## src/sv/rrds_pkg.sv

```systemverilog
// ----------------------------------------------------------------------------
// rrds_pkg: shared types and constants of the role dwell scheduler
// Payload structs, event, phase and action codes, and the command and
// response groups of the serial divider and serial multiplier.
// ----------------------------------------------------------------------------
`timescale 1ns / 1ps

package rrds_pkg;

   // Field widths
   localparam int TIME_BITS    = 32;
   localparam int NOW_BITS     = 32;
   localparam int RAND_BITS    = 32;
   localparam int MIN_BITS     = 16;
   localparam int PCT_BITS     = 7;
   localparam int GRACE_BITS   = 32;
   localparam int DWELL_BITS   = 17;
   localparam int CSR_BITS     = 32;
   localparam int PROD_BITS    = MIN_BITS + PCT_BITS;
   localparam int DVS_BITS     = MIN_BITS + 1;
   localparam int DIV_STEPS    = RAND_BITS;
   localparam int DIV_CNT_BITS = $clog2(DIV_STEPS);
   localparam int MUL_STEPS    = PCT_BITS;
   localparam int MUL_CNT_BITS = $clog2(MUL_STEPS);

   // Register reset values and arithmetic constants
   localparam logic [MIN_BITS-1:0]   DWELL_MIN_RESET = 16'd1000;
   localparam logic [MIN_BITS-1:0]   DWELL_MAX_RESET = 16'd3000;
   localparam logic [PCT_BITS-1:0]   JITTER_RESET    = 7'd10;
   localparam logic [GRACE_BITS-1:0] GRACE_RESET     = 32'd5000;
   localparam logic [PCT_BITS-1:0]   JITTER_CAP      = 7'd100;
   localparam logic [DVS_BITS-1:0]   PCT_DIVISOR     = 17'd100;

   typedef logic [TIME_BITS-1:0] tstamp_type;

   typedef enum logic [1:0] {
      REQ_TICK       = 2'd0,
      REQ_START      = 2'd1,
      REQ_CONNECT    = 2'd2,
      REQ_DISCONNECT = 2'd3
   } req_kind_type;

   typedef enum logic [1:0] {
      PH_GRACE = 2'd0,
      PH_ADV   = 2'd1,
      PH_SCAN  = 2'd2,
      PH_CONN  = 2'd3
   } phase_type;

   typedef enum logic [1:0] {
      ACT_NONE = 2'd0,
      ACT_ADV  = 2'd1,
      ACT_SCAN = 2'd2
   } action_type;

   typedef enum logic [1:0] {
      CSR_DWELL_MIN = 2'd0,
      CSR_DWELL_MAX = 2'd1,
      CSR_JITTER    = 2'd2,
      CSR_GRACE     = 2'd3
   } csr_idx_type;

   typedef enum logic [2:0] {
      ST_IDLE,
      ST_EVAL,
      ST_BASE,
      ST_MUL,
      ST_RANGE,
      ST_JIT,
      ST_DONE
   } sched_state_type;

   typedef struct packed {
      req_kind_type          req_type;
      logic [NOW_BITS-1:0]   now_ms;
      logic [RAND_BITS-1:0]  rand_role;
      logic [RAND_BITS-1:0]  rand_base;
      logic [RAND_BITS-1:0]  rand_jitter;
   } req_payload_type;

   typedef struct packed {
      action_type            action;
      phase_type             phase_now;
      logic [DWELL_BITS-1:0] dwell_drawn_ms;
   } rsp_payload_type;

   typedef struct packed {
      logic                 start;
      logic [RAND_BITS-1:0] dividend;
      logic [DVS_BITS-1:0]  divisor;
   } div_cmd_type;

   typedef struct packed {
      logic                 done;
      logic [RAND_BITS-1:0] quotient;
      logic [DVS_BITS-1:0]  remainder;
   } div_rsp_type;

   typedef struct packed {
      logic                start;
      logic [MIN_BITS-1:0] mcand;
      logic [PCT_BITS-1:0] mplr;
   } mul_cmd_type;

   typedef struct packed {
      logic                 done;
      logic [PROD_BITS-1:0] product;
   } mul_rsp_type;

endpackage

```

## src/sv/rrds_div.sv

```systemverilog
// ----------------------------------------------------------------------------
// rrds_div: bit-serial restoring divider
// Retires one quotient bit per cycle; the dividend shifts out at the top
// while quotient bits shift in at the bottom of the same register.
// ----------------------------------------------------------------------------
`timescale 1ns / 1ps

module rrds_div (
   input  logic                 clock,
   input  logic                 reset,
   input  rrds_pkg::div_cmd_type div_cmd,
   output rrds_pkg::div_rsp_type div_rsp
);
   import rrds_pkg::*;

   logic                    busy_ff, busy_in;
   logic                    done_ff, done_in;
   logic [DIV_CNT_BITS-1:0] cnt_ff, cnt_in;
   logic [RAND_BITS-1:0]    quo_ff, quo_in;
   logic [DVS_BITS-1:0]     rem_ff, rem_in;
   logic [DVS_BITS-1:0]     dvs_ff, dvs_in;
   logic [DVS_BITS:0]       trial;
   logic [DVS_BITS+1:0]     diff;

   // Trial subtract of the divisor from the shifted partial remainder
   assign trial = {rem_ff, quo_ff[RAND_BITS-1]};
   assign diff  = {1'b0, trial} - {2'b00, dvs_ff};

   // Load a new transaction or advance one quotient bit
   always_comb begin
      busy_in = busy_ff;
      done_in = 1'b0;
      cnt_in  = cnt_ff;
      quo_in  = quo_ff;
      rem_in  = rem_ff;
      dvs_in  = dvs_ff;
      priority if (div_cmd.start) begin
         busy_in = 1'b1;
         cnt_in  = DIV_CNT_BITS'(DIV_STEPS - 1);
         quo_in  = div_cmd.dividend;
         rem_in  = '0;
         dvs_in  = div_cmd.divisor;
      end else if (busy_ff) begin
         if (!diff[DVS_BITS+1]) begin
            rem_in = diff[DVS_BITS-1:0];
            quo_in = {quo_ff[RAND_BITS-2:0], 1'b1};
         end else begin
            rem_in = trial[DVS_BITS-1:0];
            quo_in = {quo_ff[RAND_BITS-2:0], 1'b0};
         end
         if (cnt_ff == '0) begin
            busy_in = 1'b0;
            done_in = 1'b1;
         end else begin
            cnt_in = cnt_ff - 1'b1;
         end
      end else begin
         // Idle: hold the operands
         busy_in = 1'b0;
      end
   end

   always_ff @(posedge clock) begin
      if (reset) begin
         busy_ff <= 1'b0;
         done_ff <= 1'b0;
         cnt_ff  <= '0;
      end else begin
         busy_ff <= busy_in;
         done_ff <= done_in;
         cnt_ff  <= cnt_in;
      end
   end

   always_ff @(posedge clock) begin
      quo_ff <= quo_in;
      rem_ff <= rem_in;
      dvs_ff <= dvs_in;
   end

   assign div_rsp.done      = done_ff;
   assign div_rsp.quotient  = quo_ff;
   assign div_rsp.remainder = rem_ff;

endmodule

```

## src/sv/rrds_mul.sv

```systemverilog
// ----------------------------------------------------------------------------
// rrds_mul: bit-serial shift-add multiplier
// Scales the base dwell by the jitter percent, one multiplier bit per cycle.
// ----------------------------------------------------------------------------
`timescale 1ns / 1ps

module rrds_mul (
   input  logic                 clock,
   input  logic                 reset,
   input  rrds_pkg::mul_cmd_type mul_cmd,
   output rrds_pkg::mul_rsp_type mul_rsp
);
   import rrds_pkg::*;

   logic                    busy_ff, busy_in;
   logic                    done_ff, done_in;
   logic [MUL_CNT_BITS-1:0] cnt_ff, cnt_in;
   logic [PROD_BITS-1:0]    mcand_ff, mcand_in;
   logic [PCT_BITS-1:0]     mplr_ff, mplr_in;
   logic [PROD_BITS-1:0]    acc_ff, acc_in;

   // Load a new transaction or add one shifted partial product
   always_comb begin
      busy_in  = busy_ff;
      done_in  = 1'b0;
      cnt_in   = cnt_ff;
      mcand_in = mcand_ff;
      mplr_in  = mplr_ff;
      acc_in   = acc_ff;
      priority if (mul_cmd.start) begin
         busy_in  = 1'b1;
         cnt_in   = MUL_CNT_BITS'(MUL_STEPS - 1);
         mcand_in = PROD_BITS'(mul_cmd.mcand);
         mplr_in  = mul_cmd.mplr;
         acc_in   = '0;
      end else if (busy_ff) begin
         if (mplr_ff[0]) begin
            acc_in = acc_ff + mcand_ff;
         end
         mcand_in = {mcand_ff[PROD_BITS-2:0], 1'b0};
         mplr_in  = {1'b0, mplr_ff[PCT_BITS-1:1]};
         if (cnt_ff == '0) begin
            busy_in = 1'b0;
            done_in = 1'b1;
         end else begin
            cnt_in = cnt_ff - 1'b1;
         end
      end else begin
         // Idle: hold the operands
         busy_in = 1'b0;
      end
   end

   always_ff @(posedge clock) begin
      if (reset) begin
         busy_ff <= 1'b0;
         done_ff <= 1'b0;
         cnt_ff  <= '0;
      end else begin
         busy_ff <= busy_in;
         done_ff <= done_in;
         cnt_ff  <= cnt_in;
      end
   end

   always_ff @(posedge clock) begin
      mcand_ff <= mcand_in;
      mplr_ff  <= mplr_in;
      acc_ff   <= acc_in;
   end

   assign mul_rsp.done    = done_ff;
   assign mul_rsp.product = acc_ff;

endmodule

```

## src/sv/randomized_role_dwell_scheduler_unit.sv

```systemverilog
// ----------------------------------------------------------------------------
// randomized_role_dwell_scheduler_unit: grace/advertise/scan/connect scheduler
// Flow: a request is taken only in IDLE, so one transaction finishes before
// the next is accepted; a role flip runs a divide, a multiply and two more
// divides in turn, and DONE waits while an earlier result is still untaken.
// Reset: synchronous; grace phase, registers to defaults, deadlines rearmed.
// ----------------------------------------------------------------------------
`timescale 1ns / 1ps

module randomized_role_dwell_scheduler_unit (
   input  logic                      clock,
   input  logic                      reset,
   input  logic                      req_valid,
   output logic                      req_ready,
   input  rrds_pkg::req_payload_type req_data,
   output logic                      rsp_valid,
   input  logic                      rsp_ready,
   output rrds_pkg::rsp_payload_type rsp_data,
   input  logic                      csr_we,
   input  rrds_pkg::csr_idx_type     csr_addr,
   input  logic [rrds_pkg::CSR_BITS-1:0] csr_wdata
);
   import rrds_pkg::*;

   // Wrap-safe deadline check: reached when now - deadline is not negative
   function automatic logic time_reached(tstamp_type now_t, tstamp_type dl);
      tstamp_type diff;
      diff = now_t - dl;
      return ~diff[TIME_BITS-1];
   endfunction

   sched_state_type        state_ff, state_in;
   req_payload_type        req_ff;
   logic                   req_accept;

   logic [MIN_BITS-1:0]    dmin_ff;
   logic [MIN_BITS-1:0]    dmax_ff;
   logic [PCT_BITS-1:0]    jit_ff;
   logic [GRACE_BITS-1:0]  grace_ff;

   phase_type              phase_ff, phase_in;
   tstamp_type             dwell_dl_ff, dwell_dl_in;
   tstamp_type             grace_dl_ff, grace_dl_in;

   logic                   fire_ff, fire_in;
   logic [MIN_BITS-1:0]    base_ff, base_in;
   logic [MIN_BITS-1:0]    range_ff, range_in;
   logic [DWELL_BITS-1:0]  dwell_ff, dwell_in;

   logic                   rsp_valid_ff, rsp_valid_in;
   rsp_payload_type        rsp_ff, rsp_in;

   div_cmd_type            div_cmd;
   div_rsp_type            div_rsp;
   mul_cmd_type            mul_cmd;
   mul_rsp_type            mul_rsp;

   tstamp_type             now_t;
   logic                   fire_now;
   logic                   commit;
   logic [DVS_BITS-1:0]    span_p1;
   logic [MIN_BITS-1:0]    base_sum;
   logic [PCT_BITS-1:0]    pct_sat;
   logic [DWELL_BITS:0]    jit_sum;
   logic [DWELL_BITS-1:0]  dwell_floor;
   logic [DWELL_BITS-1:0]  dwell_calc;
   action_type             act;
   phase_type              new_phase;
   logic [DWELL_BITS-1:0]  dwell_out;

   assign req_accept = req_valid && req_ready;
   assign now_t      = tstamp_type'(req_ff.now_ms);

   // Decide whether this tick flips the role
   always_comb begin
      fire_now = 1'b0;
      if (req_ff.req_type == REQ_TICK) begin
         if (phase_ff == PH_GRACE) begin
            fire_now = time_reached(now_t, grace_dl_ff);
         end else if (phase_ff == PH_ADV || phase_ff == PH_SCAN) begin
            fire_now = time_reached(now_t, dwell_dl_ff);
         end
      end
   end

   // Dwell draw arithmetic around the serial units
   assign span_p1     = (dmax_ff >= dmin_ff) ?
                        (DVS_BITS'(dmax_ff) - DVS_BITS'(dmin_ff) + 1'b1) :
                        DVS_BITS'(1);
   assign base_sum    = dmin_ff + div_rsp.remainder[MIN_BITS-1:0];
   assign pct_sat     = (jit_ff > JITTER_CAP) ? JITTER_CAP : jit_ff;
   assign jit_sum     = (DWELL_BITS+1)'(base_ff) + (DWELL_BITS+1)'(div_rsp.remainder)
                        - (DWELL_BITS+1)'(range_ff);
   assign dwell_floor = DWELL_BITS'(dmin_ff >> 1);
   assign dwell_calc  = (jit_sum[DWELL_BITS-1:0] < dwell_floor) ?
                        dwell_floor : jit_sum[DWELL_BITS-1:0];

   // Sequencer: next state
   always_comb begin
      state_in = state_ff;
      unique case (state_ff)
         ST_IDLE:  if (req_accept) state_in = ST_EVAL;
         ST_EVAL:  state_in = fire_now ? ST_BASE : ST_DONE;
         ST_BASE:  if (div_rsp.done) state_in = ST_MUL;
         ST_MUL:   if (mul_rsp.done) state_in = ST_RANGE;
         ST_RANGE: if (div_rsp.done) state_in = ST_JIT;
         ST_JIT:   if (div_rsp.done) state_in = ST_DONE;
         ST_DONE:  if (!rsp_valid_ff || rsp_ready) state_in = ST_IDLE;
         default:  state_in = ST_IDLE;
      endcase
   end

   // Sequencer: unit commands and working register loads
   always_comb begin
      req_ready = 1'b0;
      commit    = 1'b0;
      div_cmd   = '0;
      mul_cmd   = '0;
      fire_in   = fire_ff;
      base_in   = base_ff;
      range_in  = range_ff;
      dwell_in  = dwell_ff;
      unique case (state_ff)
         ST_IDLE: begin
            req_ready = 1'b1;
         end
         ST_EVAL: begin
            fire_in = fire_now;
            if (fire_now) begin
               div_cmd.start    = 1'b1;
               div_cmd.dividend = req_ff.rand_base;
               div_cmd.divisor  = span_p1;
            end
         end
         ST_BASE: begin
            if (div_rsp.done) begin
               base_in       = base_sum;
               mul_cmd.start = 1'b1;
               mul_cmd.mcand = base_sum;
               mul_cmd.mplr  = pct_sat;
            end
         end
         ST_MUL: begin
            if (mul_rsp.done) begin
               div_cmd.start    = 1'b1;
               div_cmd.dividend = RAND_BITS'(mul_rsp.product);
               div_cmd.divisor  = PCT_DIVISOR;
            end
         end
         ST_RANGE: begin
            if (div_rsp.done) begin
               range_in         = div_rsp.quotient[MIN_BITS-1:0];
               div_cmd.start    = 1'b1;
               div_cmd.dividend = req_ff.rand_jitter;
               div_cmd.divisor  = {div_rsp.quotient[MIN_BITS-1:0], 1'b1};
            end
         end
         ST_JIT: begin
            if (div_rsp.done) begin
               dwell_in = dwell_calc;
            end
         end
         ST_DONE: begin
            commit = !rsp_valid_ff || rsp_ready;
         end
         default: begin
            req_ready = 1'b0;
         end
      endcase
   end

   // Apply the event to phase and deadlines and form the result
   always_comb begin
      act         = ACT_NONE;
      new_phase   = phase_ff;
      dwell_out   = '0;
      dwell_dl_in = dwell_dl_ff;
      grace_dl_in = grace_dl_ff;
      unique case (req_ff.req_type)
         REQ_TICK: begin
            if (fire_ff) begin
               dwell_out   = dwell_ff;
               dwell_dl_in = now_t + tstamp_type'(dwell_ff);
               if (req_ff.rand_role[0]) begin
                  new_phase = PH_ADV;
                  act       = ACT_ADV;
               end else begin
                  new_phase = PH_SCAN;
                  act       = ACT_SCAN;
               end
            end
         end
         REQ_START: begin
            new_phase   = PH_GRACE;
            grace_dl_in = now_t + tstamp_type'(grace_ff);
            dwell_dl_in = '0;
         end
         REQ_CONNECT: begin
            new_phase = PH_CONN;
         end
         REQ_DISCONNECT: begin
            new_phase   = PH_ADV;
            dwell_dl_in = now_t;
         end
         default: begin
            new_phase = phase_ff;
         end
      endcase
      phase_in = new_phase;
      rsp_in   = '{action: act, phase_now: new_phase, dwell_drawn_ms: dwell_out};
   end

   // Hold the result until the transaction is taken
   assign rsp_valid_in = commit || (rsp_valid_ff && !rsp_ready);

   always_ff @(posedge clock) begin
      if (reset) begin
         state_ff     <= ST_IDLE;
         rsp_valid_ff <= 1'b0;
         fire_ff      <= 1'b0;
         phase_ff     <= PH_GRACE;
         dwell_dl_ff  <= '0;
         grace_dl_ff  <= tstamp_type'(GRACE_RESET);
      end else begin
         state_ff     <= state_in;
         rsp_valid_ff <= rsp_valid_in;
         fire_ff      <= fire_in;
         if (commit) begin
            phase_ff    <= phase_in;
            dwell_dl_ff <= dwell_dl_in;
            grace_dl_ff <= grace_dl_in;
         end
      end
   end

   // Capture the request and working values
   always_ff @(posedge clock) begin
      if (req_accept) begin
         req_ff <= req_data;
      end
      if (commit) begin
         rsp_ff <= rsp_in;
      end
      base_ff  <= base_in;
      range_ff <= range_in;
      dwell_ff <= dwell_in;
   end

   // Configuration registers
   always_ff @(posedge clock) begin
      if (reset) begin
         dmin_ff  <= DWELL_MIN_RESET;
         dmax_ff  <= DWELL_MAX_RESET;
         jit_ff   <= JITTER_RESET;
         grace_ff <= GRACE_RESET;
      end else if (csr_we) begin
         unique case (csr_addr)
            CSR_DWELL_MIN: dmin_ff  <= csr_wdata[MIN_BITS-1:0];
            CSR_DWELL_MAX: dmax_ff  <= csr_wdata[MIN_BITS-1:0];
            CSR_JITTER:    jit_ff   <= csr_wdata[PCT_BITS-1:0];
            CSR_GRACE:     grace_ff <= csr_wdata[GRACE_BITS-1:0];
            default:       dmin_ff  <= dmin_ff;
         endcase
      end
   end

   rrds_div u_div (
      .clock   (clock),
      .reset   (reset),
      .div_cmd (div_cmd),
      .div_rsp (div_rsp)
   );

   rrds_mul u_mul (
      .clock   (clock),
      .reset   (reset),
      .mul_cmd (mul_cmd),
      .mul_rsp (mul_rsp)
   );

   assign rsp_valid = rsp_valid_ff;
   assign rsp_data  = rsp_ff;

`ifndef NO_ASSERTIONS
   a_none_no_dwell: assert property (@(posedge clock) disable iff (reset)
      (rsp_valid && rsp_data.action == ACT_NONE) |-> (rsp_data.dwell_drawn_ms == '0))
      else $error("result without a flip carries a dwell");

   a_flip_phase: assert property (@(posedge clock) disable iff (reset)
      (rsp_valid && rsp_data.action != ACT_NONE) |->
      ((rsp_data.action == ACT_ADV && rsp_data.phase_now == PH_ADV) ||
       (rsp_data.action == ACT_SCAN && rsp_data.phase_now == PH_SCAN)))
      else $error("flip action and phase disagree");

   a_div_owner: assert property (@(posedge clock) disable iff (reset)
      div_rsp.done |-> (state_ff == ST_BASE || state_ff == ST_RANGE || state_ff == ST_JIT))
      else $error("divider finished outside a divide step");

   a_mul_owner: assert property (@(posedge clock) disable iff (reset)
      mul_rsp.done |-> (state_ff == ST_MUL))
      else $error("multiplier finished outside the scale step");
`endif

endmodule
```

## config.mk

```make
export PLATFORM = sky130hd
export DESIGN_NAME = randomized_role_dwell_scheduler_unit
export DESIGN_NICKNAME = d
export VERILOG_FILES = /design/src/sv/rrds_pkg.sv /design/src/sv/rrds_div.sv /design/src/sv/rrds_mul.sv /design/src/sv/randomized_role_dwell_scheduler_unit.sv
export SDC_FILE = /design/constraint.sdc
export NUM_CORES = 1
export LEC_CHECK = 0
export BUFFER_PORTS_ARGS = -buffer_cell sky130_fd_sc_hd__buf_2
export CAP_MARGIN = 10
export CORE_MARGIN = 2
export CORE_UTILIZATION = 55
export CTS_CLUSTER_SIZE = 20
export DETAILED_ROUTE_END_ITERATION = 10
export PLACE_DENSITY = 0.83
export SYNTH_ARGS = -nofsm -noshare
export SYNTH_HDL_FRONTEND = slang
export SYNTH_SLANG_ARGS = --single-unit
```

## constraint.sdc

```tcl
create_clock -name clock -period 8.1 [get_ports clock]
set_clock_uncertainty 0.15 [all_clocks]
set_input_delay 0.81 -clock clock [delete_from_list [all_inputs] [get_ports clock]]
set_output_delay 0.81 -clock clock [all_outputs]
set_load 0.03 [all_outputs]
```

* Word-level counts from Yosys, hierarchy flattened *
Index checks and enable logic that the tools add are counted.
Widths: inputs -> output; s select.

word-level totals
  bits in registers = 442
  output and inout port bits = 23

operators by class
  add/subtract/negate cells = 13
  $lt $le $gt $ge = 3
  eq/ne operators = 23
  multiplexer cells = 49
  bitwise gates (word level) = 5
  reductions and logical operators = 34

operators by type and width
  operator               count
  $mux 50                3
  $pmux 50 s3            1
  $mux 32                3
  $pmux 32 s3            1
  $sub 32x32->32         2
  $mux 24                2
  $mux 17                2
  $add 32x17->32         1
  $add 32x32->32         1
  $mux 16                2
  $mux 3                 10
  $reduce_and 2->1       13
  $add 23x23->23         1
  $mux 7                 3
  $pmux 3 s7             1
  $sub 18x17->19         1
  $add 16x17->17         1
  $add 17x1->17 const B  1
  $lt 17x15->1           1
  $sub 16x16->17         1
  $sub 17x16->17         1
  $add 16x16->16         1
  $ge 16x16->1           1
  $mux 15                1
  27 further kinds       72

* Depth between registers and ports, before layout *
  depth in word-level cells = 9
  mapped depth = 23
  mapped depth without buffers = 21

* Modules after synthesis *
Synthesis repeated with hierarchy kept, for this count alone.

second synthesis, totals
  cell total of the unflattened synthesis = 2737
  area total of the unflattened synthesis = 26356.5 µm²

by module, submodules not included
  module                                times used  cells an instance  area an instance (µm²)  seq. area each (µm²)
  randomized_role_dwell_scheduler_unit  1           2059               19199.7                 7917.6
  rrds_div                              1           334                3804.9                  1951.9
  rrds_mul                              1           344                3352.0                  1391.3

* Least setup slack after synthesis *
OpenSTA, ideal clock, no wires.

  kind = register to register
  start = register u_div.rem_ff[1]
  end = register dwell_ff[10], data pin
  setup time = 0.260 ns
  arrival time = 4.661 ns
  data required time = 7.690 ns
  setup slack = 3.028 ns
  stages on the path, launching flop included = 21
  buffers on the path = 2
  clock period less this slack = 5.072 ns
  path through = dfxtp_1 inv_1 fa_1 inv_1 ha_1 a211oi_1 nor2_1 or4_1 o311a_1 a41o_1 o41ai_4 o21bai_1 a21oi_1 xnor2_1 ha_1 a21o_1 a31o_2 a2111o_1 buf_2 buf_6 mux2_4

between the ends
  cells in the longest elaborated chain, start to end = 4

ends and longest elaborated chain
  item                      RTL line                                     source
  start: declaration        rrds_div.sv:20                               logic [DVS_BITS-1:0] rem_ff, rem_in;
  start signal: assignment  rrds_div.sv:77                               rem_ff <= rem_in;
  $add 16x17->17 *          randomized_role_dwell_scheduler_unit.sv:92   assign jit_sum = (DWELL_BITS+1)'(base_ff) + (DWELL_BITS+1)'(div_rsp.remainder)
  $sub 17x16->17 *          randomized_role_dwell_scheduler_unit.sv:93   - (DWELL_BITS+1)'(range_ff);
  $lt 17x15->1              randomized_role_dwell_scheduler_unit.sv:95   assign dwell_calc = (jit_sum[DWELL_BITS-1:0] < dwell_floor) ?
  $mux 15 *                 randomized_role_dwell_scheduler_unit.sv:95
  via dwell_calc[10]        randomized_role_dwell_scheduler_unit.sv:66   logic [DWELL_BITS-1:0] dwell_calc;
  end signal: assignment    randomized_role_dwell_scheduler_unit.sv:246  dwell_ff <= dwell_in;
  end: declaration          randomized_role_dwell_scheduler_unit.sv:48   logic [DWELL_BITS-1:0] dwell_ff, dwell_in;

Mark *: on every way through the listed nets, which the timed path passes. The rest lies on a longest branch.
A chain may end at the register's enable or synchronous reset.

* Final worst setup path *
  start = register u_div.rem_ff[1]
  end = register dwell_ff[5], data pin

Same word-level chain as after synthesis.

==> metrics <==
Top Ports between 150 and 200; Initial DRC Count between 1,500 and 2,000; final WL about 67,000 um; Slowest cell on crit path a2111o_1; clock sinks roughly 440; number of buffers created by CTS 48; Startpoint Class flop; endpoint type of the worst setup path flop; Synth Instances 2,677; maximum VDD drop ~0.21 mV; HPWL Detailed just under 50,000 um; Die Span Y around 220 um; simple-gate share of the synthesized area 14.3%; Worst path max stage delay 0.74 ns; Post-synth top flop edfxtp_1; syn avg cell area 9.62 um2; Max-Cap Viols 0; Synth Register Bits 442; Post-synth ARST share 0%; share of post-route cells with drive strength above 1 between 10% and 20%; GRT Overall Usage roughly 28%; Clk Latency, worst-skew pair approximately 0.6 ns; Pleak 0.0119 uW; Hold WC Path Type input port to flop; crit path max fanout 15; Die ar. 48,600 um2; post-CTS sizing 0; number of flops mapped to enable cells by yosys 241; worst reg2reg setup slack 2.33 ns; RSZ-0062 raised after global routing false; Period Utilization, post-route 71.2%; DR pass1 iterations 5; htree depth 2; Final min period 5.77 ns; Final nets ~3,200; CTS tree yes; actual slew at the worst max-slew pin about 1.2 ns; row cnt 79; post-route cell area a little under 30,000 um2; ANT nets after route 0; P per Cell Area between 200 and 300 nW/um2; total grt overflow 0; antenna violations before repair 2; sequential area share after synthesis between 40% and 50%; XOR/XNOR share of the synthesized area 3.57%; synth warn 0; final setup vio count 0; CTS Root Cell clkbuf_16; Vias/cell 6.04; status completed; Cell Area, Placed about 27,000 um2; multiplexer share of the synthesized area 3.32%; Fin. Hold Viols 0; DR DRC count 0; routability congestion estimate ~1; PortBufs 160; Critical Path RT 8.30 ns; Syn Std Cell Area approximately 26,000 um2; TNS Setup 0 ns; Area growth syn-to-layout 11.9%; max-slew violations 0; largest family of logic cells by synthesized area compound AO/OA/AOI/OAI gates; setup repair bufs after CTS 0; Synth Net Count about 3,100; placed cell count roughly 3,400; Area contributors post-synth edfxtp_1 28%, dfxtp_1 16%, ha_1 11%, nand2_1 5.3%, a21oi_1 4.3%; Final Instance Count excl. Fillers 3,460; initial core utilization around 56%; count of different cell masters after synthesis 76; wire per inst ~19 um; number of global-route vias before repair a little over 20,000; WP data arrival roughly 6 ns; Die X ~220 um; total power 8170 uW; first-pass GRT wire length roughly 110,000 um; crit-path cells inv_1 > fa_1 > inv_1 > ha_1 > a211oi_1 > nor2_1 > or4_1 > o311a_1 > a41o_1 > o41ai_4 > o21bai_1 > a21oi_1 > xnor2_1 > ha_1 > a21o_1 > a31o_2 > a2111o_1 > mux2_4; via count between 20,000 and 25,000; cts hold-fix bufs 0; total core area ~46,000 um2; Synth top area share between 20 and 30%; fmax roughly 170 MHz; maximum buffer depth of the clock tree 3; Rel. slew slack ~18%; kind of critical path flop to flop; Hold Worst Slack 0.237 ns; area leader, netlist edfxtp_1; Compound-Gate Fraction of Synth Area 16.8%; Worst-path clk slew 0.06 ns; adder-cell area share of the yosys netlist 13.5%; largest net degree at the start of global routing 83
-- critical path, delay by kind of cell (launching register included) --
kind,cells,cell delay (ns)
and+or+nand+nor,2,0.53
AOI/OAI and AO/OA,9,2.43
buffers and inverters,2,0.15
DFF,1,0.46
xor gates and xnor gates,1,0.21
adders and majority gates,3,1.17
muxes,1,0.42
-- through the flow --
stage	worst slack, ns	util [%]
2_1_floorplan	3.03	-
3_3_place_gp	2.52	58.6
3_5_place_dp	2.41	58.6
4_1_cts	2.37	62.2
5_1_grt	2.04	62.2
6_report	2.33	62.2
-- final timing paths --
| kind | start | end | depth (start not counted) |
|---|---|---|---|
| worst max-delay path | u_div.rem_ff[1] | dwell_ff[5] | 18 |
| worst min-delay path | req_data[8] | req_ff[8] | 1 |
| worst max register to register | u_div.rem_ff[1] | dwell_ff[5] | 18 |
| worst min register to register | grace_dl_ff[20] | grace_dl_ff[20] | 2 |
-- power by group --
group / switching [uW] / internal [uW] / leakage [uW] / total (uW)
registers: 256 / 2740 / 0.00386 / 3000
logic: 1600 / 1240 / 0.00721 / 2840
clock network: 922 / 1400 / 0.000821 / 2330
total: 2780 / 5390 / 0.0119 / 8170
-- kinds of logic (layout without fill, tap and decap cells) --
logic type / count (synthesis) / after routing
AND/OR/NAND/NOR: 797 / 797
AO/OA/AOI/OAI: 666 / 666
flip-flops: 442 / 442
buffers and inverters: 329 / 502
adder cells (fa/ha/maj): 260 / 260
XOR/XNOR: 105 / 105
multiplexers: 78 / 78
other: 0 / 3
-- sequential cells by signal, indices dropped and copies added (netlist names), 16 cells and up --
| signal | cells |
|---|---|
| range_ff | 16 |
| dmax_ff | 16 |
| base_ff | 16 |
| u_div.rem_ff | 17 |
| u_mul.mcand_ff | 23 |
| now_t | 32 |
| u_mul.acc_ff | 23 |
| rsp_data | 21 |
| u_div.quo_ff | 32 |
| u_div.dvs_ff | 17 |
| dwell_ff | 17 |
| dwell_dl_ff | 32 |
| grace_ff | 32 |
| dmin_ff | 16 |
| req_ff | 67 |
| grace_dl_ff | 32 |
-- cells in the mapped netlist, types with 24 or more instances --
| cell type | instances |
|---|---|
| a21o_1 | 67 |
| a21oi_1 | 220 |
| a22oi_1 | 34 |
| a31oi_1 | 26 |
| and3_1 | 32 |
| clkbuf_1 | 88 |
| dfxtp_1 | 201 |
| edfxtp_1 | 241 |
| fa_1 | 29 |
| ha_1 | 231 |
| inv_1 | 227 |
| mux2i_1 | 46 |
| nand2_1 | 363 |
| nand2b_1 | 25 |
| nand3_1 | 38 |
| nor2_1 | 148 |
| nor2b_1 | 37 |
| nor3_1 | 46 |
| o211ai_1 | 26 |
| o21a_1 | 24 |
| o21ai_0 | 115 |
| xnor2_1 | 68 |
| xor2_1 | 37 |
-- layer usage --
metal  track usage, %  vias to the layer above  routed length [um]
li1                 -                     9824                   -
met1             34.3                     9974               26500
met2             47.4                      923               32200
met3             3.93                      165                5220
met4             12.2                        2                2700
met5                0                        -                  15
-- cell type report --
| class | count | area, um2 |
|---|---|---|
| Fill cell | 3613 | 17500 |
| Multi-Input combinational cell | 1906 | 13300 |
| Sequential cell | 442 | 11300 |
| Clock buffer | 62 | 1360 |
| Timing Repair Buffer | 186 | 998 |
| Inverter | 228 | 856 |
| Tap cell | 607 | 759 |
| Clock inverter | 26 | 317 |
| Antenna cell | 3 | 7.51 |
-- cell usage in the layout, fill, tap and decap left out, types with 15 or more instances in the layout --
| master | n |
|---|---|
| buf_4 | 27 |
| fa_1 | 29 |
| a31oi_1 | 26 |
| o21ai_0 | 115 |
| clkbuf_16 | 50 |
| a21oi_1 | 220 |
| nor3_1 | 44 |
| ha_1 | 231 |
| a22oi_1 | 34 |
| o211ai_1 | 26 |
| a211o_1 | 23 |
| nand3_1 | 38 |
| and3_1 | 32 |
| mux2i_1 | 46 |
| nand4_1 | 18 |
| nor2_1 | 147 |
| nand2_1 | 363 |
| nor2b_1 | 37 |
| xnor2_1 | 68 |
| xor2_1 | 37 |
| a21o_1 | 67 |
| o21a_1 | 23 |
| nand2b_1 | 25 |
| inv_1 | 227 |
| mux2_2 | 23 |
| dfxtp_1 | 201 |
| buf_2 | 159 |
| o21bai_1 | 15 |
| a211oi_1 | 21 |
| edfxtp_1 | 241 |
| nand3b_1 | 16 |
Power figures use the tool's default switching activity.
